$ cat config.mk
export PLATFORM = sky130hd
export DESIGN_NAME = html_entity_escaper
export DESIGN_NICKNAME = d
export VERILOG_FILES = /design/src/hw/rtl/hee_pkg.sv /design/src/hw/rtl/html_entity_escaper.sv /design/src/hw/rtl/hee_format.sv /design/src/hw/rtl/hee_emit.sv
export SDC_FILE = /design/constraint.sdc
export NUM_CORES = 1
export LEC_CHECK = 0
export ABC_AREA = 1
export BUFFER_PORTS_ARGS = -buffer_cell sky130_fd_sc_hd__buf_2
export CAP_MARGIN = 5
export CORE_MARGIN = 1.5
export CORE_UTILIZATION = 42
export DETAILED_ROUTE_END_ITERATION = 10
export PLACE_DENSITY = 0.7
export SETUP_SLACK_MARGIN = 0.2
export SYNTH_ARGS = -nofsm -noshare
export SYNTH_HDL_FRONTEND = slang
export SYNTH_SLANG_ARGS = --single-unit
$ cat constraint.sdc
create_clock -name clk -period 9.8 [get_ports clk]
set_input_delay 0.49 -clock clk [delete_from_list [all_inputs] [get_ports clk]]
set_output_delay 0.49 -clock clk [all_outputs]
set_load 0.1 [all_outputs]
$ cat src/hw/rtl/hee_pkg.sv
// shared types, character constants and the decimal digit step for the html entity escaper
// no dependencies; used by hee_format, hee_emit, hee_checker and html_entity_escaper
package hee_pkg;

  localparam int CHAR_W  = 16;
  localparam int RUN_MAX = 8;
  localparam int LEN_W   = 4;
  localparam int DIG_N   = 5;

  typedef logic [CHAR_W-1:0] char_t;
  typedef logic [LEN_W-1:0]  len_t;

  // input codes that get special treatment
  localparam char_t CODE_NUL   = 16'd0;
  localparam char_t CODE_LF    = 16'd10;
  localparam char_t CODE_CR    = 16'd13;
  localparam char_t CODE_QUOT  = 16'd34;
  localparam char_t CODE_AMP   = 16'd38;
  localparam char_t CODE_LT    = 16'd60;
  localparam char_t CODE_GT    = 16'd62;
  localparam char_t ESCAPE_MIN = 16'd160;

  // ascii characters used in the escape sequences
  localparam char_t CH_AMP  = 16'd38;
  localparam char_t CH_HASH = 16'd35;
  localparam char_t CH_SEMI = 16'd59;
  localparam char_t CH_LT   = 16'd60;
  localparam char_t CH_GT   = 16'd62;
  localparam char_t CH_B    = 16'd98;
  localparam char_t CH_R    = 16'd114;
  localparam char_t CH_0    = 16'd48;

  // decimal place handled by each digit stage, most significant first
  localparam logic [16:0] PLACE [DIG_N-1] = '{17'd10000, 17'd1000, 17'd100, 17'd10};

  typedef struct packed {
    logic [3:0]  digit;
    logic [15:0] rem;
  } dsplit_t;

  // one item in the digit pipeline
  typedef struct packed {
    char_t                      code;
    logic [15:0]                rem;
    logic [DIG_N-2:0][3:0]      digs;
  } stage_t;

  // a complete output run, chars[0] goes out first
  typedef struct packed {
    logic [RUN_MAX-1:0][CHAR_W-1:0] chars;
    len_t                           len;
  } run_t;

  // take off one decimal digit by parallel compares against the multiples of place
  function automatic dsplit_t digit_step(input logic [15:0] val, input logic [16:0] place);
    dsplit_t     res;
    logic [16:0] mul;
    logic [16:0] sub;
    res.digit = '0;
    sub       = '0;
    for (int k = 1; k <= 9; k++) begin
      mul = 17'(k) * place;
      if ({1'b0, val} >= mul) begin
        res.digit = 4'(k);
        sub       = mul;
      end
    end
    res.rem = 16'({1'b0, val} - sub);
    return res;
  endfunction

endpackage

$ cat src/hw/rtl/html_entity_escaper.sv
// html entity escaper: one 16-bit code in per transaction, its html-safe form out as a
// character run. A code is accepted on a clock edge with start high and busy low, and its
// run passes through the input register, the digit stages and the run buffer to out_valid/
// out_char/out_run_last, one character per cycle, with out_run_last on the final one; the
// receiver cannot stall. Line feed gives "<br>", carriage return and code 0 give no output,
// quote, ampersand, less-than, greater-than and codes of 160 or more give "&#<decimal>;".
// An item holds the single output port until its run (one to eight characters) is out, and
// still takes its turn there when it has no output, so a new code can be taken every cycle
// while runs are one character long. Depends on hee_pkg, hee_format and hee_emit.
module html_entity_escaper (
  input  logic           clk,
  input  logic           rst_n,
  input  logic           start,
  output logic           busy,
  input  hee_pkg::char_t in_char_code,
  output logic           out_valid,
  output hee_pkg::char_t out_char,
  output logic           out_run_last
);

  logic          take;
  logic          run_valid;
  hee_pkg::run_t run;

  hee_format u_format (
    .clk       (clk),
    .rst_n     (rst_n),
    .start     (start),
    .in_code   (in_char_code),
    .busy      (busy),
    .take      (take),
    .run_valid (run_valid),
    .run       (run)
  );

  hee_emit u_emit (
    .clk          (clk),
    .rst_n        (rst_n),
    .run_valid    (run_valid),
    .run          (run),
    .take         (take),
    .out_valid    (out_valid),
    .out_char     (out_char),
    .out_run_last (out_run_last)
  );

endmodule

$ cat src/hw/rtl/hee_format.sv
// input register, decimal digit pipeline and run builder for the html entity escaper
// depends on hee_pkg; feeds hee_emit
module hee_format (
  input  logic          clk,
  input  logic          rst_n,
  input  logic          start,
  input  hee_pkg::char_t in_code,
  output logic          busy,
  input  logic          take,
  output logic          run_valid,
  output hee_pkg::run_t run
);

  localparam int NSTG = hee_pkg::DIG_N;

  hee_pkg::stage_t stg_r   [NSTG];
  hee_pkg::stage_t stg_nxt [NSTG];
  logic [NSTG-1:0] vld_r;
  logic [NSTG-1:0] vld_nxt;
  logic [NSTG-1:0] adv;
  logic            accept;

  // a stage moves on when the next one is empty or moving too
  always_comb begin
    adv[NSTG-1] = vld_r[NSTG-1] && take;
    for (int k = NSTG - 2; k >= 0; k--) begin
      adv[k] = vld_r[k] && (!vld_r[k+1] || adv[k+1]);
    end
  end

  assign busy   = vld_r[0] && !adv[0];
  assign accept = start && !busy;

  always_comb begin
    hee_pkg::dsplit_t split;
    vld_nxt[0]      = accept || (vld_r[0] && !adv[0]);
    stg_nxt[0].code = in_code;
    stg_nxt[0].rem  = in_code;
    stg_nxt[0].digs = '0;
    for (int k = 1; k < NSTG; k++) begin
      split           = hee_pkg::digit_step(stg_r[k-1].rem, hee_pkg::PLACE[k-1]);
      vld_nxt[k]      = adv[k-1] || (vld_r[k] && !adv[k]);
      stg_nxt[k]      = stg_r[k-1];
      stg_nxt[k].digs[k-1] = split.digit;
      stg_nxt[k].rem  = split.rem;
    end
  end

  always_ff @(posedge clk) begin
    if (!rst_n) begin
      vld_r <= '0;
    end else begin
      vld_r <= vld_nxt;
    end
  end

  always_ff @(posedge clk) begin
    if (accept) begin
      stg_r[0] <= stg_nxt[0];
    end
    for (int k = 1; k < NSTG; k++) begin
      if (adv[k-1]) begin
        stg_r[k] <= stg_nxt[k];
      end
    end
  end

  // build the run from the last stage
  hee_pkg::char_t               code;
  logic [NSTG-1:0][3:0]         dd;
  logic [2:0]                   ndig;

  assign code = stg_r[NSTG-1].code;
  // dd[0] holds the ten-thousands digit, dd[4] the ones digit
  assign dd   = {stg_r[NSTG-1].rem[3:0], stg_r[NSTG-1].digs[3], stg_r[NSTG-1].digs[2],
                 stg_r[NSTG-1].digs[1], stg_r[NSTG-1].digs[0]};

  always_comb begin
    if (code >= 16'd10000)     ndig = 3'd5;
    else if (code >= 16'd1000) ndig = 3'd4;
    else if (code >= 16'd100)  ndig = 3'd3;
    else if (code >= 16'd10)   ndig = 3'd2;
    else                       ndig = 3'd1;
  end

  always_comb begin
    logic [2:0] sel;
    run.chars = '0;
    run.len   = '0;
    sel       = '0;
    case (code) inside
      hee_pkg::CODE_NUL, hee_pkg::CODE_CR: begin
        run.len = '0;
      end
      hee_pkg::CODE_LF: begin
        run.chars[0] = hee_pkg::CH_LT;
        run.chars[1] = hee_pkg::CH_B;
        run.chars[2] = hee_pkg::CH_R;
        run.chars[3] = hee_pkg::CH_GT;
        run.len      = 4'd4;
      end
      hee_pkg::CODE_QUOT, hee_pkg::CODE_AMP, hee_pkg::CODE_LT, hee_pkg::CODE_GT,
      [hee_pkg::ESCAPE_MIN : 16'hFFFF]: begin
        run.chars[0] = hee_pkg::CH_AMP;
        run.chars[1] = hee_pkg::CH_HASH;
        for (int p = 0; p < hee_pkg::RUN_MAX - 2; p++) begin
          if (3'(p) < ndig) begin
            // skip leading zeros: first digit taken is at 5 - ndig
            sel            = 3'(hee_pkg::DIG_N) - ndig + 3'(p);
            run.chars[2+p] = hee_pkg::CH_0 + {12'd0, dd[sel]};
          end else if (3'(p) == ndig) begin
            run.chars[2+p] = hee_pkg::CH_SEMI;
          end
        end
        run.len = {1'b0, ndig} + 4'd3;
      end
      default: begin
        run.chars[0] = code;
        run.len      = 4'd1;
      end
    endcase
  end

  assign run_valid = vld_r[NSTG-1];

endmodule

$ cat src/hw/rtl/hee_emit.sv
// run buffer that sends one character of the current run per cycle
// depends on hee_pkg; loaded from hee_format
module hee_emit (
  input  logic           clk,
  input  logic           rst_n,
  input  logic           run_valid,
  input  hee_pkg::run_t  run,
  output logic           take,
  output logic           out_valid,
  output hee_pkg::char_t out_char,
  output logic           out_run_last
);

  logic [hee_pkg::RUN_MAX-1:0][hee_pkg::CHAR_W-1:0] chars_r;
  logic [hee_pkg::RUN_MAX-1:0][hee_pkg::CHAR_W-1:0] chars_nxt;
  hee_pkg::len_t left_r;
  hee_pkg::len_t left_nxt;

  // free when empty or on the last character of the current run
  assign take = (left_r <= 4'd1);

  always_comb begin
    if (take) begin
      chars_nxt = run.chars;
      left_nxt  = run_valid ? run.len : '0;
    end else begin
      chars_nxt = {{hee_pkg::CHAR_W{1'b0}}, chars_r[hee_pkg::RUN_MAX-1:1]};
      left_nxt  = left_r - 4'd1;
    end
  end

  always_ff @(posedge clk) begin
    if (!rst_n) begin
      left_r <= '0;
    end else begin
      left_r <= left_nxt;
    end
  end

  always_ff @(posedge clk) begin
    chars_r <= chars_nxt;
  end

  assign out_valid    = (left_r != '0);
  assign out_char     = chars_r[0];
  assign out_run_last = (left_r == 4'd1);

endmodule

Word level (Yosys, flattened, before mapping) --
Memories as Yosys holds them, arrays and structs flattened. Cells that the tools add are included.
Word-level totals: flip-flop bits (word level) 137, latch bits 0, RAM bits 240, memory bits (read-only) 0, output and inout bits 19, word-level logic and storage cells 260, memories 1
Memory list:
- u_format.stg_r | depth 5, width 48, read ports 5, clocked after Yosys merged registers in 0, wr ports 5, RTL line hee_format.sv:16 | hee_pkg::stage_t stg_r [NSTG];
Operators by class: add/subtract/negate cells 18, multiply operators 0, div/mod/pow operators 0, $lt $le $gt $ge 55, eq/ne operators 12, shifts and indexed selects 0, muxes and demuxes 125, bitwise logic cells 2, reductions and logical operators 37
Operators with widths (number):
- 2-to-1 mux 48 bit | 6
- 2-to-1 mux 16 bit | 14
- 2-to-1 mux 112 bit | 1
- greater-or-equal comparator 16 x 10 -> 1 bit, second input constant | 6
- greater-or-equal comparator 16 x 7 -> 1 bit, second input constant | 5
- 2-to-1 mux 4 bit | 20
- binary-select mux 4 bit (select 3 bit) | 6
- == test 16 x 6 -> 1 bit, second input constant | 4
- greater-or-equal comparator 16 x 13 -> 1 bit, second input constant | 4
- 2-to-1 mux 3 bit | 19
- 2-to-1 mux 6 bit | 9
- 2-to-1 mux 13 bit | 4
- greater-or-equal comparator 16 x 17 -> 1 bit, second input constant | 3
- 2-to-1 mux 10 bit | 5
- greater-or-equal comparator 16 x 14 -> 1 bit, second input constant | 3
- greater-or-equal comparator 16 bit, second input constant | 3
- greater-or-equal comparator 16 x 6 -> 1 bit, second input constant | 3
- greater-or-equal comparator 16 x 9 -> 1 bit, second input constant | 3
- adder 6 x 4 -> 7 bit, first input constant | 6
- 2-to-1 mux 7 bit | 5
- == test 16 x 4 -> 1 bit, second input constant | 2
- greater-or-equal comparator 16 x 12 -> 1 bit, second input constant | 2
- greater-or-equal comparator 16 x 15 -> 1 bit, second input constant | 2
- greater-or-equal comparator 16 x 4 -> 1 bit, second input constant | 2
- other kinds (41) | 112

Depth between registers and ports, before layout --
Gate-level depths: netlist of run 1.
word-level depth 16, gate-level depth with buffers 28, depth with buffers taken out 28

Cells and area by module --
A second synthesis of run 1 with hierarchy kept.
Unflattened totals: cells, all modules 1667, area, all modules 14227.4 um^2
By module, submodules not included:
- hee_format | times used 1, cells each 1091, area each 9766.9 um^2
- hee_emit | times used 1, cells each 576, area each 4460.5 um^2

Worst setup path before layout of run 1 --
OpenSTA, ideal clock, no wires.
path kind register to register, start point mem u_format.stg_r[0][125] (netlist name), end point mem u_format.stg_r[0][172] (netlist name) (data pin), setup time 0.252 ns, arrival 2.971 ns, path slack 6.577 ns, stages on the path, launching flop included 27, clock period less this slack 3.223 ns, cells stage by stage edfxtp_1 -> nor2_1 -> nand2_1 -> nor2_1 -> nand2_1 -> a31oi_1 -> nand3_1 -> nand2_1 -> nand2_1 -> nand2_1 -> nand2_1 -> nand2_1 -> ha_1 -> inv_1 -> fa_1 -> nand3_1 -> nand2_1 -> nand2_1 -> nand2_1 -> a21oi_1 -> nor2_1 -> nand2_1 -> nand2_1 -> nor2_1 -> nand2_1 -> nand2_1 -> nand2_1
RTL lines (RTL line):
- from (decl) | hee_format.sv:16

==> metrics.yaml, run 1 <==
die_height_um: 163
final.setup.tns_ns: 0
slew-limit-headroom: 0.313
final_cell_mix: "298 x nand2_1, 158 x edfxtp_1, 139 x inv_1"
ant_nets: 0
nets: 1263
final_layout_size_suffix_gt1_frac: 0.0950
grt_pass1_vias: 7037
wire_per_inst_um: 12.8
synthTopCellsByArea: "edfxtp_1 44%, dfxtp_1 12%, nand2_1 10%, inv_1 4.8%, ha_1 4.2%"
initial_core_util: 0.427
crit_arrival_ns: 3.88
use_met3: 0.0198
core_um2: 25200
met2_usage: 0.256
cap_viol_max_count: 0
cts_buffers: 24
holdCritPathClass: "in2reg"
crit_type: "reg2reg"
synth_edf_count: 158
clk_pin_slew_worst_paths_ns: 0.06
worst_setup_path_end_kind: "flop"
syn2layout_area_growth_pct: 11.5
finalWirelength_mm: 19.8
synthDistinctLibCells: 47
path_delay_family: "simple AND/OR/NAND/NOR gates"
critPathMostFrequentCell: "nand2_1"
slew_violations: 0
drt-pass1-iter-count: 5
synth-seq-cells: 221
final_common_cell: "nand2_1"
grt_max_degree: 47
vias: 7644
yosys.area.top_type_share: 0.441
required_ns: 10.07
drc: 0
port_buffers: 37
crit_path_top_delay_cell: "edfxtp_1"
overflow: 0
cts.sinks: 221
syn_area_um2: 10800
ctsHoldBuffers: 0
leakagePower_nw: 5.08
cts-root-buf: "clkbuf_16"
yosys.area.top_type: "edfxtp_1"
syn_inst: 1160
yosysSeqAreaShare: 0.558
status: "finished, final reports clean"
worst_pin_slew_ns: 1.03
gp_congestion: 0.891
vdd_drop_max_uv: 187
die_w_um: 163
grt_pass1_wl_mm: 33.1
top_usage_layer: "met2"
fin_crit_sh: 0.368
setup_violations: 0
final_hold_viol_count: 0
antenna_found_initial: 0
critPathMaxStageDelay_ns: 0.42
cts_setup_buffers: 0
fmax_mhz: 277
ys_async_sr_fraction: 0
via_per_inst: 4.93
cp_max_fo: 4
power.total_mw: 2.64
cts_tree: "built"
grt_usage: 0.152
finClkSkew_ns: 0.0115
ys_warn_count: 0
placementRows: 58
rsz0062_at_grt: "false"
clockBufferDepth: 3
synth.avg_cell_area_um2: 9.28
cp-start-kind: "flop"
hpwl_mm: 14.4
dieArea_um2: 26600
min_period_ns: 3.61
drt_iter0_drc: 506
htreeDepth: 1
cts-resized-gates: 0
clk_latency_ns: 0.51
cp_num_buf_inv: 1
io-pin-count: 38
p_per_area_nw_per_um2: 220
use_met1: 0.199
diodes: 0
synth_ff_type: "edfxtp_1"
## worst reg2reg max path, cell delays in order (launching register included)
cell,delay (ns)
edfxtp_1,0.42
nor2_1,0.18
nand2_1,0.07
nor2_1,0.17
nand2_1,0.13
a31oi_1,0.30
nand3_1,0.12
nand2_1,0.07
nand2_1,0.05
nand2_1,0.07
nand2_1,0.07
nand2_1,0.07
ha_1,0.13
inv_1,0.05
fa_1,0.39
nand3_1,0.10
nand2_1,0.08
nand2_1,0.06
nand2_1,0.05
a21oi_1,0.19
nor2_1,0.06
nand2_1,0.06
nand2_1,0.07
nor2_1,0.20
nand2_1,0.08
nand2_1,0.07
nand2_1,0.05
## synth_stat cells (2+ instances only)
| master | instances |
|---|---|
| nand2_1 | 298 |
| edfxtp_1 | 158 |
| inv_1 | 139 |
| nor2_1 | 100 |
| nand3_1 | 83 |
| dfxtp_1 | 63 |
| a21oi_1 | 62 |
| ha_1 | 36 |
| o21ai_0 | 28 |
| xor2_1 | 25 |
| buf_4 | 20 |
| nor3_1 | 16 |
| a31oi_1 | 15 |
| nand4_1 | 11 |
| o21ai_1 | 10 |
| xnor2_1 | 9 |
| nand2_2 | 8 |
| inv_2 | 7 |
| nand3b_1 | 7 |
| clkbuf_1 | 6 |
| nor2_2 | 6 |
| a21o_1 | 5 |
| o211ai_1 | 5 |
| buf_2 | 4 |
| fa_1 | 4 |
| o31ai_1 | 3 |
| a211oi_1 | 2 |
| a311oi_1 | 2 |
| a41oi_1 | 2 |
| buf_6 | 2 |
| nand2_8 | 2 |
| nand3_2 | 2 |
| nor2_4 | 2 |
| nor4_1 | 2 |
| o21a_1 | 2 |
| o311ai_0 | 2 |
| or2_2 | 2 |
## path summary, 6_finish.rpt
kind / cells past startpoint / startpoint / slack [ns] / end
setup / recovery: 26 / u_format.stg_r[0][125] / 6.19 / u_format.stg_r[0][172]
hold / removal: 1 / in_char_code[4] / 0.15 / u_format.stg_r[0][36]
setup reg to reg: 26 / u_format.stg_r[0][125] / 6.19 / u_format.stg_r[0][172]
hold reg to reg: 0 / u_format.stg_r[0][178] / 0.41 / u_format.stg_r[0][226]
## flip-flops by register name, summed over array words and instances, names as in the netlist
signal	count
u_format.stg_r	158
u_emit.chars_r	38
u_emit.out_char	16
u_format.vld_r	5
u_emit.left_r	4
## through the flow
step | hold WS (ns) | util | instance area (um2) | instances | worst slack [ns]
after global placement | 0.397 | 0.446 | 11200 | 1508 | 6.26
after detailed placement | 0.399 | 0.446 | 11200 | 1508 | 6.17
after floorplan | 0.390 | - | 10800 | 1168 | 6.58
final | 0.153 | 0.477 | 12000 | 1551 | 6.19
after global routing | 0.135 | 0.477 | 12000 | 1551 | 5.62
after CTS | 0.133 | 0.477 | 12000 | 1551 | 6.18
## report_power, final
part           switching (mW)  total, mW  internal [mW]
sequential             0.0469       1.18           1.13
clock                   0.353      0.865          0.512
combinational           0.427      0.601          0.174
## cell families (layout without fill, tap and decap cells)
family          after synthesis  after routing  share of synthesized area
buf+inv                     179            232                     0.0715
simple gates                542            542                      0.217
xor+xnor                     34             34                     0.0277
fa+ha+maj                    40             40                     0.0493
flops                       221            221                      0.558
compound gates              143            143                     0.0765
other cells                   1              9                   0.000348
## per-layer routing
| metal | wire [um] | vias up | share of wire |
|---|---|---|---|
| li1 | - | 3926 | - |
| met1 | 8970 | 3499 | 0.45 |
| met2 | 9290 | 173 | 0.47 |
| met3 | 837 | 46 | 0.042 |
| met4 | 698 | 0 | 0.035 |
| met5 | 0 | - | 0 |
## cell type report
cell class / count / area (um2)
fillers: 2311 / 13200
flip-flops and latches: 221 / 6010
multi-input cells: 768 / 4030
clock buffers: 30 / 666
inverters: 147 / 554
well taps: 330 / 413
repair buffers: 42 / 223
clock inverters: 13 / 113
No activity file was read; power rests on OpenSTA's default activity.
==> run 2, diff against run 1 <==
--- a/config.mk
+++ b/config.mk
@@ -11,7 +11,7 @@
 export CORE_MARGIN = 1.5
 export CORE_UTILIZATION = 42
 export DETAILED_ROUTE_END_ITERATION = 10
-export PLACE_DENSITY = 0.7
+export PLACE_DENSITY = 0.72
 export SETUP_SLACK_MARGIN = 0.2
 export SYNTH_ARGS = -nofsm -noshare
 export SYNTH_HDL_FRONTEND = slang
==> constraint.sdc (replaced) <==
create_clock -name clk -period 3.1 [get_ports clk]
set_input_delay 0.155 -clock clk [delete_from_list [all_inputs] [get_ports clk]]
set_output_delay 0.155 -clock clk [all_outputs]
set_load 0.1 [all_outputs]
==> run 2 against run 1 <==
Net effect:
- the flow now finishes with violations (negative setup slack)
- worst setup slack worse by 6.2 ns
- combinational power grew to 3.8 times the previous value
- clock power grew to 3.4 times the previous value
- global-route usage is 1.5 points higher
- register-to-register slack worse by 6.2 ns
- worst hold slack better by 0.19 ns
- via count is 9.6% higher
- die area stayed put
- core utilization is 7.2 points higher
- critical path depth stayed put
- critical path type unchanged
==> metrics.yaml, run 2 (synthesis results as in run 1) <==
critPathMaxStageDelay_ns: 0.40  # was 0.42 ns
overflow: 0  # unchanged
io-pin-count: 38  # unchanged
clk_pin_slew_worst_paths_ns: 0.06  # about the same
final_common_cell: "nand2_1"  # unchanged
cp_num_buf_inv: 2  # was 1
wire_per_inst_um: 13.5  # was 12.8 um
setup_violations: 3  # was 0
port_buffers: 37  # unchanged
cts-root-buf: "clkbuf_16"  # unchanged
initial_core_util: 0.427  # unchanged
grt_usage: 0.167  # was 0.152
drc: 0  # unchanged
cts_buffers: 25  # was 24
status: "finished, violations left"  # was finished, final reports clean
final_hold_viol_count: 0  # unchanged
final_cell_mix: "267 x nand2_1, 158 x edfxtp_1, 122 x inv_1"  # was 298 x nand2_1, 158 x edfxtp_1, 139 x inv_1
gp_congestion: 0.902  # was 0.891
holdCritPathClass: "in2reg"  # unchanged
hold_ws_ns: 0.341  # was 0.153 ns
slew_violations: 0  # unchanged
cap_viol_max_count: 0  # unchanged
finalWirelength_mm: 22.9  # was 19.8 mm
placementRows: 58  # unchanged
violations: "negative setup slack"
dp.cells: 1572  # was 1508
cp-start-kind: "flop"  # unchanged
ant_nets: 0  # unchanged
required_ns: 3.37  # was 10.07 ns
final_layout_size_suffix_gt1_frac: 0.278  # was 0.0950
fin_ws_ns: -0.0344  # was 6.19 ns
final_area_um2: 13800  # was 12000 um2
vias: 8380  # was 7644
crit_arrival_ns: 3.41  # was 3.88 ns
worst_pin_slew_ns: 0.527  # was 1.03 ns
crit_type: "reg2reg"  # unchanged
min_period_ns: 3.13  # was 3.61 ns
finish.utilization: 0.549  # was 0.477
leakagePower_nw: 5.83  # was 5.08 nW
vdd_drop_max_uv: 638  # was 187 uV
fin_cells: 1697  # was 1551
die_height_um: 163  # unchanged
via_per_inst: 4.94  # was 4.93
critPathMostFrequentCell: "nand2_1"  # unchanged
cts_tree: "built"  # unchanged
core_um2: 25200  # unchanged
largest_reg_flops: 158  # unchanged
clk_latency_ns: 0.52  # was 0.51 ns
cts.sinks: 221  # unchanged
fin_crit_sh: 1.01  # was 0.368
grt_pass1_vias: 7856  # was 7037
grt_pass1_wl_mm: 36.3  # was 33.1 mm
grt_max_degree: 45  # was 47
drt-pass1-iter-count: 5  # unchanged
diodes: 0  # unchanged
crit_path_top_delay_cell: "edfxtp_1"  # unchanged
nets: 1407  # was 1263
clockBufferDepth: 3  # unchanged
fmax_mhz: 319  # was 277 MHz
htreeDepth: 1  # unchanged
antenna_found_initial: 0  # unchanged
hpwl_mm: 15.4  # was 14.4 mm
rsz0062_at_grt: "true"  # was false
slew-limit-headroom: 0.649  # was 0.313
drt_iter0_drc: 453  # was 506
p_per_area_nw_per_um2: 644  # was 220 nW/um2
finClkSkew_ns: 0.00900  # was 0.0115 ns
regMostFlops: "u_format.stg_r"  # unchanged
die_w_um: 163  # unchanged
cp_max_fo: 4  # unchanged
placed_cell_area_um2: 11800  # was 11200 um2
syn2layout_area_growth_pct: 28.5  # was 11.5%
final.setup.tns_ns: -0.0774  # was 0 ns
path_delay_family: "simple AND/OR/NAND/NOR gates"  # unchanged
dieArea_um2: 26600  # unchanged
worst_setup_path_end_kind: "flop"  # unchanged
==> run 2: repair_timing <==
action,in CTS,in global routing
gates cloned,0,1
hold endpoints to repair,19,0
resized for setup,45,112
hold buffers,18,0
pin swaps,21,48
setup endpoints to repair,13,29
buffers inserted,18,42
==> run 2: power breakdown <==
| part | leakage (nW) | internal (mW) | total, mW | switching (mW) |
|---|---|---|---|---|
| Clock | 0.400 | 1.73 | 2.90 | 1.17 |
| Sequential | 1.97 | 3.57 | 3.71 | 0.134 |
| Combinational | 3.46 | 0.770 | 2.29 | 1.52 |
==> run 2: area by class of cell <==
cell class / count / area (um2)
clock inverter: 14 / 123
timing repair buffer: 184 / 1380
multi-input combinational: 768 / 4630
clock buffer: 32 / 714
sequential: 221 / 6010
inverter: 147 / 561
tap: 330 / 413
timing repair inverter: 1 / 5.00
fill: 2159 / 11400
==> run 2: per-stage QoR <==
step	setup WS, ns	power, mW
6_report	-0.0344	8.90
5_1_grt	-0.361	9.37
4_1_cts	-0.0563	8.78
3_5_place_dp	-0.151	5.79
3_3_place_gp	-0.0735	5.73
2_1_floorplan	0.00320	5.31
==> run 2: routing by layer <==
metal	wire, um	global-route usage	share of wire	vias to the layer above
li1	-	-	-	4211
met1	9680	0.208	0.42	3904
met2	11700	0.296	0.51	212
met3	893	0.0236	0.039	53
met4	673	0.0559	0.029	0
met5	0	0	0	-
==> run 2: path summary, 6_finish.rpt <==
path                            slack (ns)                    from  cells after the start                      to
worst min-delay path                  0.34         in_char_code[6]                      2   u_format.stg_r[0][38]
worst min register to register        0.41  u_format.stg_r[0][149]                      0  u_format.stg_r[0][197]
worst max-delay path                 -0.03  u_format.stg_r[0][125]                     26  u_format.stg_r[0][170]
worst max register to register       -0.03  u_format.stg_r[0][125]                     26  u_format.stg_r[0][170]
